[src/design/eavt_pkg.sv]
// Shared types, constants and a helper function of the encoder angle and velocity tracker.
package eavt_pkg;

	localparam int ANG_W = 48;
	localparam int AMAG_W = 36;
	localparam int WRAP_W = 27;
	localparam int VEL_W = 32;
	localparam int MOD_ITERS = 2;
	localparam int NUM_W = 57;
	localparam int QUO_W = 40;
	localparam int STEP_W = 6;

	localparam logic [WRAP_W-1:0] TWO_PI_Q24 = 27'd105414357;
	// floor(2^46 / TWO_PI_Q24), used to estimate the turn count of an angle.
	localparam logic [19:0] MOD_RECIP = 20'd667544;
	localparam logic [13:0] VEL_SCALE = 14'd15625;
	localparam logic [31:0] RATIO_ONE = 32'h0100_0000;
	localparam logic [16:0] ALPHA_ONE = 17'h10000;

	localparam logic [1:0] CFG_INTERVAL = 2'd0;
	localparam logic [1:0] CFG_RATIO = 2'd1;
	localparam logic [1:0] CFG_ALPHA = 2'd2;

	typedef logic [4:0] op_t;
	localparam op_t OP_NONE = 5'd0;
	localparam op_t OP_LOAD = 5'd1;
	localparam op_t OP_CONV_MUL = 5'd2;
	localparam op_t OP_CONV_HI = 5'd3;
	localparam op_t OP_CONV_LO = 5'd4;
	localparam op_t OP_CONV_SUM = 5'd5;
	localparam op_t OP_MOD_INIT = 5'd6;
	localparam op_t OP_MOD_STEP = 5'd7;
	localparam op_t OP_FIRST_OK = 5'd8;
	localparam op_t OP_FIRST_FAIL = 5'd9;
	localparam op_t OP_FAIL = 5'd10;
	localparam op_t OP_ZERO_DT = 5'd11;
	localparam op_t OP_VMUL = 5'd12;
	localparam op_t OP_VSUM = 5'd13;
	localparam op_t OP_DIV_INIT = 5'd14;
	localparam op_t OP_DIV_STEP = 5'd15;
	localparam op_t OP_VSAT = 5'd16;
	localparam op_t OP_EMA_NEW = 5'd17;
	localparam op_t OP_EMA_OLD = 5'd18;
	localparam op_t OP_EMA_SUM = 5'd19;
	localparam op_t OP_COMMIT = 5'd20;
	localparam op_t OP_OUT = 5'd21;

	typedef struct packed {
		op_t op;
		logic [STEP_W-1:0] step;
	} cmd_t;

	typedef struct packed {
		logic started;
		logic read_ok;
		logic interval_met;
		logic dt_zero;
	} status_t;

	function automatic logic signed [ANG_W-1:0] sat48(input logic signed [ANG_W:0] v);
		logic signed [ANG_W-1:0] r;
		if (v[ANG_W] != v[ANG_W-1]) begin
			r = v[ANG_W] ? {1'b1, {(ANG_W-1){1'b0}}} : {1'b0, {(ANG_W-1){1'b1}}};
		end else begin
			r = v[ANG_W-1:0];
		end
		return r;
	endfunction

endpackage

[src/design/eavt_ctrl.sv]
// Controller state machine that sequences the tracker datapath for one item.
module eavt_ctrl (
	input  logic clk,
	input  logic arst_n,
	input  logic in_valid,
	output logic in_ready,
	output logic out_valid,
	input  logic out_ready,
	input  eavt_pkg::status_t status,
	output eavt_pkg::cmd_t cmd
);

	localparam logic [4:0] S_IDLE = 5'd0;
	localparam logic [4:0] S_DECIDE = 5'd1;
	localparam logic [4:0] S_CONV_MUL = 5'd2;
	localparam logic [4:0] S_CONV_HI = 5'd3;
	localparam logic [4:0] S_CONV_LO = 5'd4;
	localparam logic [4:0] S_CONV_SUM = 5'd5;
	localparam logic [4:0] S_MOD_INIT = 5'd6;
	localparam logic [4:0] S_MOD_STEP = 5'd7;
	localparam logic [4:0] S_FIRST = 5'd8;
	localparam logic [4:0] S_VMUL = 5'd9;
	localparam logic [4:0] S_VSUM = 5'd10;
	localparam logic [4:0] S_DIV_INIT = 5'd11;
	localparam logic [4:0] S_DIV_STEP = 5'd12;
	localparam logic [4:0] S_VSAT = 5'd13;
	localparam logic [4:0] S_EMA_NEW = 5'd14;
	localparam logic [4:0] S_EMA_OLD = 5'd15;
	localparam logic [4:0] S_EMA_SUM = 5'd16;
	localparam logic [4:0] S_COMMIT = 5'd17;
	localparam logic [4:0] S_OUT = 5'd18;

	localparam logic [eavt_pkg::STEP_W-1:0] MOD_LAST = eavt_pkg::STEP_W'(eavt_pkg::MOD_ITERS - 1);
	localparam logic [eavt_pkg::STEP_W-1:0] DIV_LAST = eavt_pkg::STEP_W'(eavt_pkg::QUO_W - 1);

	logic [4:0] state_q;
	logic [4:0] state_d;
	logic [eavt_pkg::STEP_W-1:0] cnt_q;
	logic [eavt_pkg::STEP_W-1:0] cnt_d;
	logic out_valid_q;
	logic out_free;

	assign out_free = !out_valid_q || out_ready;
	assign out_valid = out_valid_q;
	assign in_ready = (state_q == S_IDLE);

	always_comb begin
		state_d = state_q;
		cnt_d = cnt_q;
		cmd.op = eavt_pkg::OP_NONE;
		cmd.step = cnt_q;
		unique case (state_q)
			S_IDLE: begin
				if (in_valid) begin
					cmd.op = eavt_pkg::OP_LOAD;
					state_d = S_DECIDE;
				end
			end
			S_DECIDE: begin
				if (!status.started) begin
					if (status.read_ok) begin
						state_d = S_CONV_MUL;
					end else begin
						cmd.op = eavt_pkg::OP_FIRST_FAIL;
						state_d = S_OUT;
					end
				end else if (!status.interval_met) begin
					state_d = S_OUT;
				end else if (!status.read_ok) begin
					cmd.op = eavt_pkg::OP_FAIL;
					state_d = S_OUT;
				end else if (status.dt_zero) begin
					cmd.op = eavt_pkg::OP_ZERO_DT;
					state_d = S_OUT;
				end else begin
					state_d = S_CONV_MUL;
				end
			end
			S_CONV_MUL: begin
				cmd.op = eavt_pkg::OP_CONV_MUL;
				state_d = S_CONV_HI;
			end
			S_CONV_HI: begin
				cmd.op = eavt_pkg::OP_CONV_HI;
				state_d = S_CONV_LO;
			end
			S_CONV_LO: begin
				cmd.op = eavt_pkg::OP_CONV_LO;
				state_d = S_CONV_SUM;
			end
			S_CONV_SUM: begin
				cmd.op = eavt_pkg::OP_CONV_SUM;
				state_d = S_MOD_INIT;
			end
			S_MOD_INIT: begin
				cmd.op = eavt_pkg::OP_MOD_INIT;
				cnt_d = MOD_LAST;
				state_d = S_MOD_STEP;
			end
			S_MOD_STEP: begin
				cmd.op = eavt_pkg::OP_MOD_STEP;
				cnt_d = cnt_q - 1'b1;
				if (cnt_q == '0) begin
					state_d = status.started ? S_VMUL : S_FIRST;
				end
			end
			S_FIRST: begin
				cmd.op = eavt_pkg::OP_FIRST_OK;
				state_d = S_OUT;
			end
			S_VMUL: begin
				cmd.op = eavt_pkg::OP_VMUL;
				state_d = S_VSUM;
			end
			S_VSUM: begin
				cmd.op = eavt_pkg::OP_VSUM;
				state_d = S_DIV_INIT;
			end
			S_DIV_INIT: begin
				cmd.op = eavt_pkg::OP_DIV_INIT;
				cnt_d = DIV_LAST;
				state_d = S_DIV_STEP;
			end
			S_DIV_STEP: begin
				cmd.op = eavt_pkg::OP_DIV_STEP;
				cnt_d = cnt_q - 1'b1;
				if (cnt_q == '0) begin
					state_d = S_VSAT;
				end
			end
			S_VSAT: begin
				cmd.op = eavt_pkg::OP_VSAT;
				state_d = S_EMA_NEW;
			end
			S_EMA_NEW: begin
				cmd.op = eavt_pkg::OP_EMA_NEW;
				state_d = S_EMA_OLD;
			end
			S_EMA_OLD: begin
				cmd.op = eavt_pkg::OP_EMA_OLD;
				state_d = S_EMA_SUM;
			end
			S_EMA_SUM: begin
				cmd.op = eavt_pkg::OP_EMA_SUM;
				state_d = S_COMMIT;
			end
			S_COMMIT: begin
				cmd.op = eavt_pkg::OP_COMMIT;
				state_d = S_OUT;
			end
			S_OUT: begin
				if (out_free) begin
					cmd.op = eavt_pkg::OP_OUT;
					state_d = S_IDLE;
				end
			end
			default: begin
				state_d = S_IDLE;
			end
		endcase
	end

	always_ff @(posedge clk or negedge arst_n) begin
		if (!arst_n) begin
			state_q <= S_IDLE;
			cnt_q <= '0;
			out_valid_q <= 1'b0;
		end else begin
			state_q <= state_d;
			cnt_q <= cnt_d;
			if (state_q == S_OUT && out_free) begin
				out_valid_q <= 1'b1;
			end else if (out_ready) begin
				out_valid_q <= 1'b0;
			end
		end
	end

endmodule

[config.mk]
export PLATFORM = sky130hd
export DESIGN_NAME = eavt_ctrl
export DESIGN_NICKNAME = d
export VERILOG_FILES = /design/src/design/eavt_pkg.sv /design/src/design/eavt_ctrl.sv
export SDC_FILE = /design/constraint.sdc
export NUM_CORES = 1
export LEC_CHECK = 0
export BUFFER_PORTS_ARGS = -buffer_cell sky130_fd_sc_hd__buf_4
export CELL_PAD_IN_SITES_DETAIL_PLACEMENT = 1
export CELL_PAD_IN_SITES_GLOBAL_PLACEMENT = 2
export CORE_MARGIN = 4
export CORE_UTILIZATION = 32
export CTS_CLUSTER_SIZE = 16
export DETAILED_ROUTE_END_ITERATION = 6
export GPL_TIMING_DRIVEN = 0
export HOLD_SLACK_MARGIN = 0.06
export PLACE_DENSITY_LB_ADDON = 0.1
export SLEW_MARGIN = 20
export SYNTH_ARGS = -nofsm -noshare
export SYNTH_HDL_FRONTEND = slang
export SYNTH_SLANG_ARGS = --single-unit
[constraint.sdc]
create_clock -name clk -period 2.47 [get_ports clk]
set_input_delay 0 -clock clk [delete_from_list [all_inputs] [get_ports clk]]
set_output_delay 0 -clock clk [all_outputs]
set_load 0.02 [all_outputs]
Word-level counts from Yosys, hierarchy flattened
Index checks and enable logic that the tools add are counted.
{"block": "totals", "ff_bits": 12, "latchBits": 0, "mem_bits_rw": 0, "romBits": 0, "in_bits": 8, "word_cells": 58, "memories": 0}
{"block": "classes", "addsub": 1, "mul": 0, "div_mod_pow": 0, "order_cmp": 0, "n_eq_ne": 22, "n_shift": 0, "n_mux": 22, "bitwise": 0, "reduce_logical": 10}
{"cell": "$pmux 5 s19", "count": 1}
{"cell": "$pmux 5 s18", "count": 1}
{"cell": "$mux 5", "count": 11}
{"cell": "$eq 5x4->1 const B", "count": 8}
{"cell": "$eq 5x3->1 const B", "count": 4}
{"cell": "$pmux 6 s3", "count": 1}
{"cell": "$mux 4", "count": 4}
{"cell": "$eq 5x5->1 const B", "count": 3}
{"cell": "$eq 5x2->1 const B", "count": 2}
{"cell": "$ne 2x2->1 const B", "count": 4}
{"cell": "$logic_not 6->1", "count": 1}
{"cell": "$sub 6x1->6 const B", "count": 1}
{"cell": "$eq 5x1->1 const B", "count": 1}
{"cell": "$logic_not 5->1", "count": 1}
{"cell": "$mux 1", "count": 4}
{"cell": "$reduce_and 4->1", "count": 1}
{"cell": "$reduce_or 2->1", "count": 2}
{"cell": "$reduce_bool 3->1", "count": 1}
{"cell": "$reduce_bool 2->1", "count": 1}
{"cell": "$logic_and 1x1->1", "count": 1}
{"cell": "$logic_not 1->1", "count": 1}
{"cell": "$logic_or 1x1->1", "count": 1}

Longest topological paths before layout
Gate-level depths: netlist of the first run.
{"block": "logic_depth", "depth_word": 5, "depth_mapped": 6, "mapped_depth_nobuf": 6}

Worst setup path before layout of the first run
Ideal clock, no wire load.
{"block": "synth_timing", "path_kind": "register -> output", "start": "register state_q[2]", "end": "output port cmd[7] (netlist bit)", "t_arrival_ns": 1.531, "setup_slack_ns": 0.939, "path_stages_with_launch": 6, "path_buffers": 1, "cell_sequence": "dfrtp_1 buf_6 nor2_1 and3_1 a31oi_1 o21ai_0"}
{"item": "start, declared", "line_no": "eavt_ctrl.sv:36", "rtl": "logic [4:0] state_q;"}
{"item": "start signal, assigned", "line_no": "eavt_ctrl.sv:169", "rtl": "state_q <= state_d;"}
{"item": "end, declared", "line_no": "eavt_ctrl.sv:10", "rtl": "output eavt_pkg::cmd_t cmd"}

==> results.yml, run 1 <==
synthesis:
  synth_top_cells_by_area: "dfrtp_1, o21ai_0, nor2_1"
  synth_cell_type_count: 38
  ys_seq_elements: 12
  synth_fp_nets: 150
  ys_seq_area_share_pct: 29.6
  yosys.area.top_type_share_pct: 29.6
  syn_area_per_cell_um2: 7.25
  yosysWarnings: 0
  netlist_instances: 140
  synth_area_um2: 1010
  yosys.area.top_type: "dfrtp_1"
setup_path:
  path_cells: "buf_6 > nor2_1 > and3_1 > a31oi_1 > o21ai_0 > buf_4"
  r2r_slack_ns: 0.73
  crit_path_end_kind: "output port"
  crit_path_top_delay_cell: "nor2_1"
  r2r-start: "state_q[2]"
  path_class: "reg -> out"
  max_stage_delay_ns: 0.45
  reg2reg_depth: 6
  crit_required_ns: 2.47
  rr_endpoint: "state_q[0]"
  cp_max_fo: 10
  crit_path_start_kind: "flip-flop"
  crit_arrival_ns: 1.93
clock_tree:
  cts_buffer_depth: 2
  clk_pin_slew_ns: 0.07
  tritoncts: "done"
  cts_buffers: 3
  clock_sinks: 12
  clk_latency_ns: 0.27
  cts_setup_buffers: 0
  htree_levels: 1
  cts_resized: 0
  clock-root-buffer: "clkbuf_4"
floorplan:
  fp.dieH_um: 64.3
  start_util_pct: 33.2
  dieArea_um2: 4140
  ios: 21
  core-area_um2: 3050
  die_w_um: 64.3
  fp-row-count: 20
drt:
  drtPass1Iterations: 4
  vias: 1064
  ant_nets: 0
  wl_um: 3210
  drtIter0Drc: 67
  post-route-drc-count: 0
  post_drt_wl_per_cell_um: 15.4
  vias_per_cell: 5.12
power:
  total_power_mw: 1.84
  power_density_nw_per_um2: 1470
  sw_frac_of_total_pct: 52.8
  combPwrFrac_pct: 73.0
  p_int_uw: 870
  clkPwrFrac_pct: 6.3
  irDropWorstVdd_mv: 0.565
  leakagePower_nw: 0.570
  power.switching_uw: 974
  seq_power_share_pct: 20.7
timing:
  max_freq_mhz: 519
  slew_violations: 0
  setup_ws_ns: 0.544
  period_share_pct: 78.0
  tightest_slew_ns: 0.556
  setup_viol_count_final: 0
  relSlewSlack_pct: 62.8
  fin_crit_ns: 1.93
  rsz0062_at_grt: "false"
  setup_tns_ns: 0
  hold_viol: 0
  finClkSkew_ns: 0.00490
  whs_ns: 0.106
finish:
  final_cells: 208
  final_layout_size_suffix_gt1_share_pct: 18.3
  antenna_cells: 0
  syn_to_final_growth_pct: 23.4
  nets: 176
place:
  place_ws_ns: 0.755
  globalplace.congestion: 0.789
  dp_hpwl_um: 2480
  place_inst: 204
  portBuffers: 20
job:
  drv_cap: 0
grt:
  antenna_found_initial: 0
  first_global_vias: 1125
  grt_pass1_wl_um: 5530
  grtUsageTotal_pct: 16.6
  grt_max_degree: 13
  grt_overflow: 0
worst_hold_path:
  hold_path.class: "in -> async"
run_status:
  status: "complete, no violations"
## flip-flops by register name, summed over array words and instances, names as in the netlist
signal     flops
state_q        5
cnt_q          6
out_valid      1
## synthesized netlist by cell type (all sizes together)
cell type and instances:
nor2b 1, o22a 2, o21ai 14, o311a 1
inv 6, or3 1, or2 1, o21a 1
and3 1, buf 6, ha 2, o32a 1
and3b 1, nand2b 8, nor2 18, a2111o 1
o22ai 5, nor3 2, a221o 1, dfrtp 12
o21bai 1, clkbuf 3, nand3b 3, a21oi 11
nand3 6, xor2 1, or3b 1, xnor2 1
nand4 1, a32o 1, a21boi 1, nand2 16
a31oi 4, nor3b 1, a21o 3, o31ai 1
## layout by cell type (no fill, tap or decap), types with 2 or more instances in the layout
| cell type | count |
|---|---|
| buf_2 | 5 |
| a21oi_1 | 11 |
| inv_1 | 6 |
| clkbuf_4 | 3 |
| nand3_1 | 6 |
| nand2_1 | 15 |
| a21o_1 | 3 |
| o22ai_1 | 5 |
| clkbuf_1 | 3 |
| buf_4 | 20 |
| nand3b_1 | 3 |
| o21ai_0 | 14 |
| o22a_1 | 2 |
| dfrtp_1 | 12 |
| a31oi_1 | 4 |
| nor3_1 | 2 |
| nand2b_1 | 8 |
| nor2_1 | 18 |
| ha_1 | 2 |
## metrics by stage
step	cell area, um2	utilization (%)
2_1_floorplan	1010	-
3_3_place_gp	1220	40.0
3_5_place_dp	1220	40.0
4_1_cts	1250	41.0
5_1_grt	1250	41.0
6_report	1250	41.0
## critical path, delay by kind of cell, from the launching register on
kind | cells | cell delay (ns)
buf+inv | 2 | 0.32
flops | 1 | 0.37
simple gates | 2 | 0.68
compound gates | 2 | 0.28
## layout make-up
class | count | area [um2]
Sequential cell | 12 | 300
Clock buffer | 3 | 22.5
Tap cell | 44 | 55.1
Buffer | 9 | 47.5
Fill cell | 419 | 1800
Multi-Input combinational cell | 113 | 644
Inverter | 6 | 22.5
Timing Repair Buffer | 21 | 160
## power groups by stage
stage	combinational, mW	clock [mW]	sequential, mW
after floorplan	0.863	0	0.417
after global placement	1.32	0	0.377
after detailed placement	1.34	0	0.386
after CTS	1.35	0.123	0.383
after global routing	1.49	0.133	0.397
final	1.35	0.116	0.382
## repair_timing
action / 4_1_cts / 5_1_grt
hold buffers: 1 / 0
endpoints found under the hold margin: 12 / 0
endpoints found under the setup margin: 0 / 0
## logic make-up after synthesis
logic type | Yosys count | share of synthesized area (%)
compound gates | 48 | 29.8
xor+xnor | 2 | 1.73
fa+ha+maj | 2 | 2.47
buf+inv | 15 | 6.90
flops | 12 | 29.6
simple gates | 61 | 29.5
## worst max path at each step
stage / startpoint / to / slack [ns] / cells after the start
after detailed placement: state_q[2] / state_q[0] / 0.75 / 6
after global routing: state_q[2] / cmd[7] / 0.41 / 6
after global placement: state_q[2] / state_q[0] / 0.78 / 6
after floorplan: state_q[2] / cmd[7] / 0.94 / 5
after CTS: state_q[2] / cmd[7] / 0.55 / 6
final: state_q[2] / cmd[7] / 0.54 / 6
## per-layer routing
| metal | track usage, % | vias up | part of all wire, % |
|---|---|---|---|
| met1 | 24.3 | 499 | 51 |
| met4 | 1.58 | 0 | 0 |
| met3 | 3.34 | 0 | 2.7 |
| met5 | 0 | - | 0 |
| met2 | 26.0 | 17 | 46 |
| li1 | - | 548 | - |
Power figures use the tool's default switching activity.
==> run 2: changes to the inputs <==
--- a/config.mk
+++ b/config.mk
@@ -5,11 +5,12 @@
 export SDC_FILE = /design/constraint.sdc
 export NUM_CORES = 1
 export LEC_CHECK = 0
+export ABC_AREA = 1
 export BUFFER_PORTS_ARGS = -buffer_cell sky130_fd_sc_hd__buf_4
 export CELL_PAD_IN_SITES_DETAIL_PLACEMENT = 1
 export CELL_PAD_IN_SITES_GLOBAL_PLACEMENT = 2
 export CORE_MARGIN = 4
-export CORE_UTILIZATION = 32
+export CORE_UTILIZATION = 27
 export CTS_CLUSTER_SIZE = 16
 export DETAILED_ROUTE_END_ITERATION = 6
 export GPL_TIMING_DRIVEN = 0
==> constraint.sdc (replaced) <==
create_clock -name clk -period 1.95 [get_ports clk]
set_input_delay 0 -clock clk [delete_from_list [all_inputs] [get_ports clk]]
set_output_delay 0 -clock clk [all_outputs]
set_load 0.02 [all_outputs]
==> run 2 against run 1 <==
  * Cell area up 8.6%
  * Largest power group unchanged
  * Non-clock buffer count down 6
  * Total power up 20%
  * Critical path depth unchanged
  * Sequential share of layout area down 1.9 points
==> results.yml, run 2 <==
timing:
  tightest_slew_ns: 0.359
  finClkSkew_ns: 0.000490
  setup_viol_count_final: 0
  period_share_pct: 88.4
  slew_violations: 0
  setup_ws_ns: 0.226
  fin_crit_ns: 1.72
  whs_ns: 0.0773
  rsz0062_at_grt: "false"
  max_freq_mhz: 580
  hold_viol: 0
  relSlewSlack_pct: 75.9
  setup_tns_ns: 0
synthesis:
  synth_edf_count: 0
  synth_fp_nets: 198
  synth_area_um2: 1080
  yosysWarnings: 0
  synthFlopType: "dfrtp_1"
  synth_top_cells_by_area: "dfrtp_1, nand2_1, nor2_1"
  yosys.area.top_type_share_pct: 27.7
  yosysMostFrequentCell: "nand2_1"
  syn_area_per_cell_um2: 5.76
  synth_cell_type_count: 16
  ys_seq_area_share_pct: 27.7
  yosys.area.top_type: "dfrtp_1"
  ys_seq_elements: 12
  yosys-top-cells-count: "nand2_1, nor2_1, nand3_1, inv_1, dfrtp_1"
  async_flop_share_pct: 100
  netlist_instances: 188
finish:
  final_cells: 261
  nets: 225
  mostFrequentLayoutCell: "nand2_1"
  syn_to_final_growth_pct: 25.5
  final_layout_size_suffix_gt1_share_pct: 14.1
  fillCellCount: 504
  top_register: "cnt_q"
  largest_register_ffs: 6
  layout_common_cells: "nand2_1, nor2_1, nand3_1, inv_1, buf_4"
  antenna_cells: 0
drt:
  drtIter0Drc: 29
  post-route-drc-count: 0
  drtPass1Iterations: 4
  vias_per_cell: 4.78
  vias: 1247
  post_drt_wl_per_cell_um: 14.0
  ant_nets: 0
  wl_um: 3660
setup_path:
  max_stage_delay_ns: 0.45
  crit_required_ns: 1.95
  cpLargestDelayFamily: "simple AND/OR/NAND/NOR gates"
  crit_path_top_delay_cell: "dfrtp_1"
  crit_arrival_ns: 1.72
  path_class: "reg -> out"
  crit_path_end_kind: "output port"
  path_buf_inv: 1
  crit_path_start_kind: "flip-flop"
  path_cells: "nor2_2 > nand3_1 > nor2_1 > nor2_1 > nand3_1 > buf_4"
  cp_max_fo: 7
floorplan:
  fp-row-count: 22
  die_w_um: 71.4
  core-area_um2: 3770
  fp.dieH_um: 71.4
  ios: 21
  dieArea_um2: 5090
  start_util_pct: 28.7
run_status:
  status: "complete, no violations"
job:
  drv_cap: 0
clock_tree:
  tritoncts: "done"
  clk_latency_ns: 0.24
  htree_levels: 1
  cts_buffer_depth: 2
  clock-root-buffer: "clkbuf_8"
  cts_buffers: 3
  clock_sinks: 12
  clk_pin_slew_ns: 0.05
  cts_setup_buffers: 0
power:
  leakagePower_nw: 0.800
  total_power_mw: 2.20
  irDropWorstVdd_mv: 0.584
  power_density_nw_per_um2: 1620
grt:
  grt_overflow: 0
  grtUsageTotal_pct: 15.9
  grt_max_degree: 13
  antenna_found_initial: 0
  first_global_vias: 1340
  grt_pass1_wl_um: 6440
place:
  dp_hpwl_um: 3100
  place_inst: 256
  globalplace.congestion: 0.952
  place_ws_ns: 0.355
  portBuffers: 20
worst_hold_path:
  hold_path.class: "in -> reg"
==> run 2: cell count changes after synthesis, sizes merged, moves of 5 or more <==
| cell | before | now |
|---|---|---|
| nand2 | 16 | 58 |
| nor2 | 18 | 47 |
| nand3 | 6 | 25 |
| inv | 6 | 23 |
| a21oi | 11 | 0 |
| nand2b | 8 | 0 |
| o21ai | 14 | 7 |
| o22ai | 5 | 0 |
==> run 2: tightest hold or removal path, stage by stage <==
cell and delay (ns):
buf_4 0.09, nand2_1 0.05, nand2_1 0.05, nand4_1 0.07
==> run 2: timing repair <==
item | 4_1_cts | 5_1_grt
gates resized for setup | 0 | 2
endpoints found under the hold margin | 13 | 0
endpoints found under the setup margin | 0 | 3
hold buffers | 2 | 0
==> run 2: worst paths after layout <==
check / startpoint / endpoint / slack, ns / cells past startpoint
min: status[1] / state_q[4] / 0.08 / 4
min reg2reg: state_q[1] / state_q[1] / 0.61 / 2
max: state_q[2] / cmd[8] / 0.23 / 6
max reg2reg: state_q[4] / cnt_q[0] / 0.34 / 7
min in group asynchronous: arst_n / cnt_q[1] / 0.13 / 2
max in group asynchronous: arst_n / state_q[0] / 1.65 / 2
==> run 2: final cells by class <==
type / instances / area [um2] / area share (%)
Tap cell: 48 / 60.1 / 4.42
Timing Repair Buffer: 22 / 170 / 12.5
Clock buffer: 3 / 41.3 / 3.04
Sequential cell: 12 / 300 / 22.1
Multi-Input combinational cell: 151 / 683 / 50.2
Buffer: 2 / 18.8 / 1.38
Inverter: 23 / 86.3 / 6.35
==> run 2: stage by stage <==
stage	cell area [um2]	util [%]
CTS	1360	35.9
detailed placement	1290	34.3
global placement	1290	34.3
global route	1360	36.1
finish	1360	36.1
floorplan	1080	-
==> run 2: power by group <==
group | switching, mW | internal, mW
registers | 0.131 | 0.354
logic | 0.952 | 0.541
clock network | 0.0900 | 0.136
total | 1.17 | 1.03
==> run 2: per-layer routing <==
metal	up-vias	routed length, um	track usage [%]
li1	644	-	-
met1	582	1740	20.6
met2	15	1760	26.8
met3	6	99	2.38
met4	0	63	5.85
met5	-	0	0
==> run 2: kinds of logic after synthesis <==
family          share of synthesized area (%)
buf+inv                                  9.70
fa+ha+maj                                2.31
simple gates                             53.9
xor+xnor                                 2.43
compound gates                           3.93
flops                                    27.7
